==> config.mk <==
export PLATFORM = sky130hd
export DESIGN_NAME = ttf_ctrl
export DESIGN_NICKNAME = d
export VERILOG_FILES = /design/src/rtl/core/ttf_pkg.sv /design/src/rtl/core/ttf_ctrl.sv
export SDC_FILE = /design/constraint.sdc
export NUM_CORES = 1
export LEC_CHECK = 0
export BUFFER_PORTS_ARGS = -buffer_cell sky130_fd_sc_hd__buf_4
export CAP_MARGIN = 15
export CORE_MARGIN = 4
export CORE_UTILIZATION = 53
export CTS_BUF_LIST = sky130_fd_sc_hd__clkbuf_4 sky130_fd_sc_hd__clkbuf_8 sky130_fd_sc_hd__clkbuf_16
export CTS_CLUSTER_DIAMETER = 150
export DETAILED_ROUTE_END_ITERATION = 7
export PLACE_DENSITY_LB_ADDON = 0.25
export SETUP_SLACK_MARGIN = 0.05
export SLEW_MARGIN = 15
export SYNTH_ARGS = -nofsm -noshare
export SYNTH_HDL_FRONTEND = slang
export SYNTH_SLANG_ARGS = --single-unit
==> constraint.sdc <==
create_clock -name clk -period 2.55 [get_ports clk]
set_input_delay 0 -clock clk [delete_from_list [all_inputs] [get_ports clk]]
set_output_delay 0 -clock clk [all_outputs]
set_load 0.05 [all_outputs]
==> src/rtl/core/ttf_pkg.sv <==
// ----------------------------------------------------------------------------
// ttf_pkg
// shared types and constants for the triangle tangent frame block
// ----------------------------------------------------------------------------
package ttf_pkg;

    typedef enum logic [4:0] {
        ST_IDLE,
        ST_DIFF,
        ST_FIT,
        ST_MUL,
        ST_SUM,
        ST_VSEL,
        ST_NRM_MAX,
        ST_NRM_SHIFT,
        ST_NRM_SQ,
        ST_NRM_SQSUM,
        ST_SQRT,
        ST_DIV_INIT,
        ST_DIV,
        ST_NRM_STORE,
        ST_EMIT
    } ttf_state_t;

    typedef struct packed {
        logic        load_vtx;
        logic        do_diff;
        logic        do_fit;
        logic        do_mul;
        logic        do_sum;
        logic [1:0]  vsel;
        logic        do_max;
        logic        do_shift;
        logic        do_sq;
        logic        do_sqsum;
        logic        sqrt_start;
        logic        sqrt_step;
        logic        div_start;
        logic        div_step;
        logic        do_store;
        logic [1:0]  emit_idx;
    } ttf_cmd_t;

    typedef struct packed {
        logic        sqrt_done;
        logic        div_done;
        logic        det_zero;
    } ttf_sts_t;

    // vector being normalized
    localparam logic [1:0] VEC_FACE = 2'd0;
    localparam logic [1:0] VEC_TAN  = 2'd1;
    localparam logic [1:0] VEC_BIT  = 2'd2;

    localparam int SQRT_STEPS = 32;
    localparam int DIV_STEPS  = 48;

    // block fit bound for edges and deltas
    localparam logic [32:0] FIT_LIMIT = 33'd1 << 30;

endpackage

==> src/rtl/core/ttf_ctrl.sv <==
// ----------------------------------------------------------------------------
// ttf_ctrl
// sequencer for vertex capture, frame math and result emission
// ----------------------------------------------------------------------------
module ttf_ctrl (
    input  logic               clk,
    input  logic               rst_n,
    input  logic               in_valid,
    output logic               in_stall,
    output logic               out_valid,
    input  logic               out_stall,
    output logic               last,
    output logic [1:0]         slot,
    output ttf_pkg::ttf_cmd_t  cmd,
    input  ttf_pkg::ttf_sts_t  sts
);
    import ttf_pkg::*;

    ttf_state_t state_reg, state_next;
    logic [1:0] cnt_reg, cnt_next;
    logic [1:0] vec_reg, vec_next;
    logic [1:0] lane_reg, lane_next;
    logic [1:0] emit_reg, emit_next;

    always_ff @(posedge clk or negedge rst_n)
    begin
        if (!rst_n)
        begin
            state_reg <= ST_IDLE;
            cnt_reg   <= '0;
            vec_reg   <= VEC_FACE;
            lane_reg  <= '0;
            emit_reg  <= '0;
        end
        else
        begin
            state_reg <= state_next;
            cnt_reg   <= cnt_next;
            vec_reg   <= vec_next;
            lane_reg  <= lane_next;
            emit_reg  <= emit_next;
        end
    end

    always_comb
    begin
        state_next = state_reg;
        cnt_next   = cnt_reg;
        vec_next   = vec_reg;
        lane_next  = lane_reg;
        emit_next  = emit_reg;
        cmd        = '0;
        cmd.vsel   = vec_reg;
        cmd.emit_idx = emit_reg;
        in_stall   = 1'b1;
        out_valid  = 1'b0;
        last       = emit_reg == 2'd2;
        slot       = cnt_reg;
        case (state_reg)
            ST_IDLE:
            begin
                in_stall = 1'b0;
                if (in_valid)
                begin
                    cmd.load_vtx = 1'b1;
                    if (cnt_reg == 2'd2)
                    begin
                        cnt_next   = '0;
                        state_next = ST_DIFF;
                    end
                    else
                        cnt_next = cnt_reg + 2'd1;
                end
            end
            ST_DIFF:   begin cmd.do_diff = 1'b1; state_next = ST_FIT; end
            ST_FIT:    begin cmd.do_fit  = 1'b1; state_next = ST_MUL; end
            ST_MUL:    begin cmd.do_mul  = 1'b1; state_next = ST_SUM; end
            ST_SUM:
            begin
                cmd.do_sum = 1'b1;
                vec_next   = VEC_FACE;
                state_next = ST_VSEL;
            end
            ST_VSEL:
            begin
                cmd.do_max = 1'b1;
                state_next = ST_NRM_MAX;
            end
            ST_NRM_MAX: begin cmd.do_shift = 1'b1; state_next = ST_NRM_SHIFT; end
            ST_NRM_SHIFT: begin cmd.do_sq = 1'b1; state_next = ST_NRM_SQ; end
            ST_NRM_SQ:  begin cmd.do_sqsum = 1'b1; state_next = ST_NRM_SQSUM; end
            ST_NRM_SQSUM: begin cmd.sqrt_start = 1'b1; state_next = ST_SQRT; end
            ST_SQRT:
            begin
                cmd.sqrt_step = 1'b1;
                if (sts.sqrt_done)
                begin
                    lane_next  = '0;
                    state_next = ST_DIV_INIT;
                end
            end
            ST_DIV_INIT:
            begin
                cmd.div_start = 1'b1;
                state_next    = ST_DIV;
            end
            ST_DIV:
            begin
                cmd.div_step = 1'b1;
                if (sts.div_done)
                    state_next = ST_NRM_STORE;
            end
            ST_NRM_STORE:
            begin
                cmd.do_store = 1'b1;
                if (lane_reg == 2'd2)
                begin
                    if (vec_reg == VEC_BIT || (vec_reg == VEC_FACE && sts.det_zero))
                    begin
                        emit_next  = '0;
                        state_next = ST_EMIT;
                    end
                    else
                    begin
                        vec_next   = vec_reg + 2'd1;
                        state_next = ST_VSEL;
                    end
                end
                else
                begin
                    lane_next  = lane_reg + 2'd1;
                    state_next = ST_DIV_INIT;
                end
            end
            ST_EMIT:
            begin
                out_valid = 1'b1;
                if (!out_stall)
                begin
                    if (emit_reg == 2'd2)
                        state_next = ST_IDLE;
                    else
                        emit_next = emit_reg + 2'd1;
                end
            end
            default: state_next = ST_IDLE;
        endcase
    end

endmodule

==> reports/results.ini <==
[power]
max-vdd-ir-drop_mv=0.9679
power_frac_seq_pct=27.9
p_comb_share_pct=64.9
clkPwrFrac_pct=7.2
p_int_mw=0.6935
switching_share_pct=56.84
power_leakage_nw=0.5806
powerDensity_nw_per_um2=1398
p_switching_mw=0.9135

[die]
start_util_pct=58.17
die_area_sq_um=2460
rows=14
die_y_microns=49.60
die_w_microns=49.60
boundaryPins=30
coreArea_sq_um=1577

[sta]
rsz0062_at_grt=no
tightest_slew_ns=0.5973
hold_viol_final=0
setup_viol=0
period_share_pct=72.12
fin_ws_ns=0.7110
slew_headroom_pct=60.18
fin_skew_ns=0.01146
fmax_ghz=0.5438
slew_violations=0
min_period_ns=1.839
setup_tns_ns=0
whs_ns=0.04146

[placement]
dpl_worst_slack_ns=0.7215
port_buffers=29
dp_hpwl_mm=1.713
gp_congestion=0.7694

[synthesis]
synth.distinct_cells=37
ys_ff_latch=12
netlist_instances=108
synth.avg_cell_area_sq_um=8.492
yosysSeqAreaShare_pct=32.74
synth_nets=119
ys_async_sr_fraction_pct=100.0
synth_warnings=0
ys.flop_type=dfrtp_1
synth-edff-count=0
synthesis.area_sq_um=917.1

[setup_path]
worstPathArrival_ns=2.04
crit_type=register to register
r2r_end=emit_reg[0]
start_kind=register
cp.required_ns=2.76
rr_startpoint=lane_reg[0]
cp-startpoint=lane_reg[0]
reg2reg_slack_ns=0.71
crit_path_end=emit_reg[0]
cp-end-kind=register
crit_fanout=10
rr_worst_depth=6

[route]
dr_wl_met2_mm=1.018
drt-initial-drc-count=13
first_pass_iters=4
wire_per_inst_microns=14.51
totalWireLength_mm=2.176
ant_nets=0
vias=870
met3WireLength_microns=137
routed_via_density=5.800
wl_met1_microns=989
drc=0
topRoutingLayerUsed=met4

[global_route]
gr-usage-all-layers_pct=18.23
grt_pass1_vias=792
global_route.overflow_total=0
grt_pass1_wl_mm=3.532
grt_start_max_net_pins=18
antenna_found_initial=0

[clock_tree]
cts_inserted_buffers=3
cts_resized=0
clkSlewWorstSetupHoldPaths_ns=0.08
cts_tree=built
clk_path_buf_depth=2
cts_sinks=12
htreeDepth=1
cts_root_buf=clkbuf_4
clk_latency_ns=0.28

[run]
drv_cap=0

[min_path]
hp-class=primary input to register
worstHoldPathCells=3
min_from=out_stall

[layout]
final_nets=147
diodes=0
largest_reg_flops=4
drive_gt1_share_pct=27.61
final_util_pct=72.94
synthToLayoutAreaGrowth_pct=25.37

[run_status]
outcome=completed

metrics by stage:
stage | instances | instance area [sq um] | power, mW
6_report | 150 | 1150 | 1.607
2_1_floorplan | 108 | 917.1 | 1.234
3_3_place_gp | 146 | 1117 | 1.458
3_5_place_dp | 146 | 1117 | 1.494
5_1_grt | 150 | 1150 | 1.710
4_1_cts | 150 | 1150 | 1.612
cells by family (layout without fill, tap and decap cells):
family | after synthesis | count (layout) | synth area share [%]
and+or+nand+nor | 40 | 40 | 25.51
AOI/OAI and AO/OA | 30 | 30 | 24.70
buffers and inverters | 20 | 46 | 9.413
DFF | 12 | 12 | 32.74
adders and majority gates | 4 | 4 | 5.457
muxes | 2 | 2 | 2.183
how the worst min path moves through the flow:
stage | to | slack [ns]
5_1_grt | emit_reg[1] | 0.06
3_5_place_dp | lane_reg[1] | -0.15
3_3_place_gp | lane_reg[1] | -0.15
6_report | emit_reg[1] | 0.04
2_1_floorplan | emit_reg[0] | -0.30
4_1_cts | emit_reg[1] | 0.04
worst max-delay path, cell delays in order, from the launching register on:
cell and delay [ns]:
dfrtp_1 0.38, inv_1 0.07, ha_1 0.34, inv_1 0.15, o41a_1 0.46, o31a_1 0.25, o21ai_1 0.11
power by group through the flow:
stage	Clock, mW	Combinational (mW)	Sequential [mW]
after floorplan	0	0.768	0.467
after global placement	0	1.02	0.442
after detailed placement	0	1.05	0.446
after CTS	0.118	1.05	0.443
after global routing	0.132	1.11	0.468
final	0.116	1.04	0.448
cell usage after synthesis (all sizes together) (2+ instances only):
cell type | instances | area [sq um]
nor2 | 8 | 30.03
or2 | 2 | 12.51
nand3 | 2 | 10.01
inv | 13 | 48.80
a21o | 3 | 22.52
a22o | 2 | 17.52
o31a | 2 | 17.52
a21oi | 6 | 30.03
nand2 | 7 | 26.28
buf | 6 | 32.53
mux2i | 2 | 20.02
ha | 4 | 50.05
dfrtp | 12 | 300.3
o21ai | 6 | 30.03
nor3 | 7 | 35.03
nand2b | 5 | 31.28
a31oi | 3 | 18.77
metal layers:
layer,up-vias,track usage [%]
met3,4,2.108
met2,28,29.07
li1,444,-
met5,-,0
met4,0,8.295
met1,394,24.49
area by class of cell:
type | count | area, sq um
fill | 136 | 426.7
multi-input combinational | 76 | 530.5
inverter | 13 | 48.80
tap | 16 | 20.02
timing repair buffer | 30 | 227.7
clock buffer | 3 | 22.52
sequential | 12 | 300.3
placed cells by master (no fill, tap or decap), drive strengths merged:
cell,netlist,final
a2111oi,1,1
a211oi,1,1
a21o,3,3
a21oi,6,6
a22o,2,2
a22oi,1,1
a31oi,3,3
a32o,1,1
and3,1,1
and4b,1,1
and4bb,1,1
buf,6,29
clkbuf,1,3
dfrtp,12,12
dlygate4sd3,0,1
ha,4,4
inv,13,13
mux2i,2,2
nand2,7,7
nand2b,5,5
nand3,2,2
nand3b,1,1
nand4,1,1
nand4b,1,1
nor2,8,8
nor3,7,7
nor3b,1,1
nor4,1,1
nor4b,1,1
o211a,1,1
o211ai,1,1
o21ai,6,6
o31a,2,2
o32ai,1,1
o41a,1,1
or2,2,2
what timing repair did:
item	CTS	global route
buffers inserted	0	0
hold buffers	1	0
hold endpoints to repair	12	0
Power figures use the tool's default switching activity.
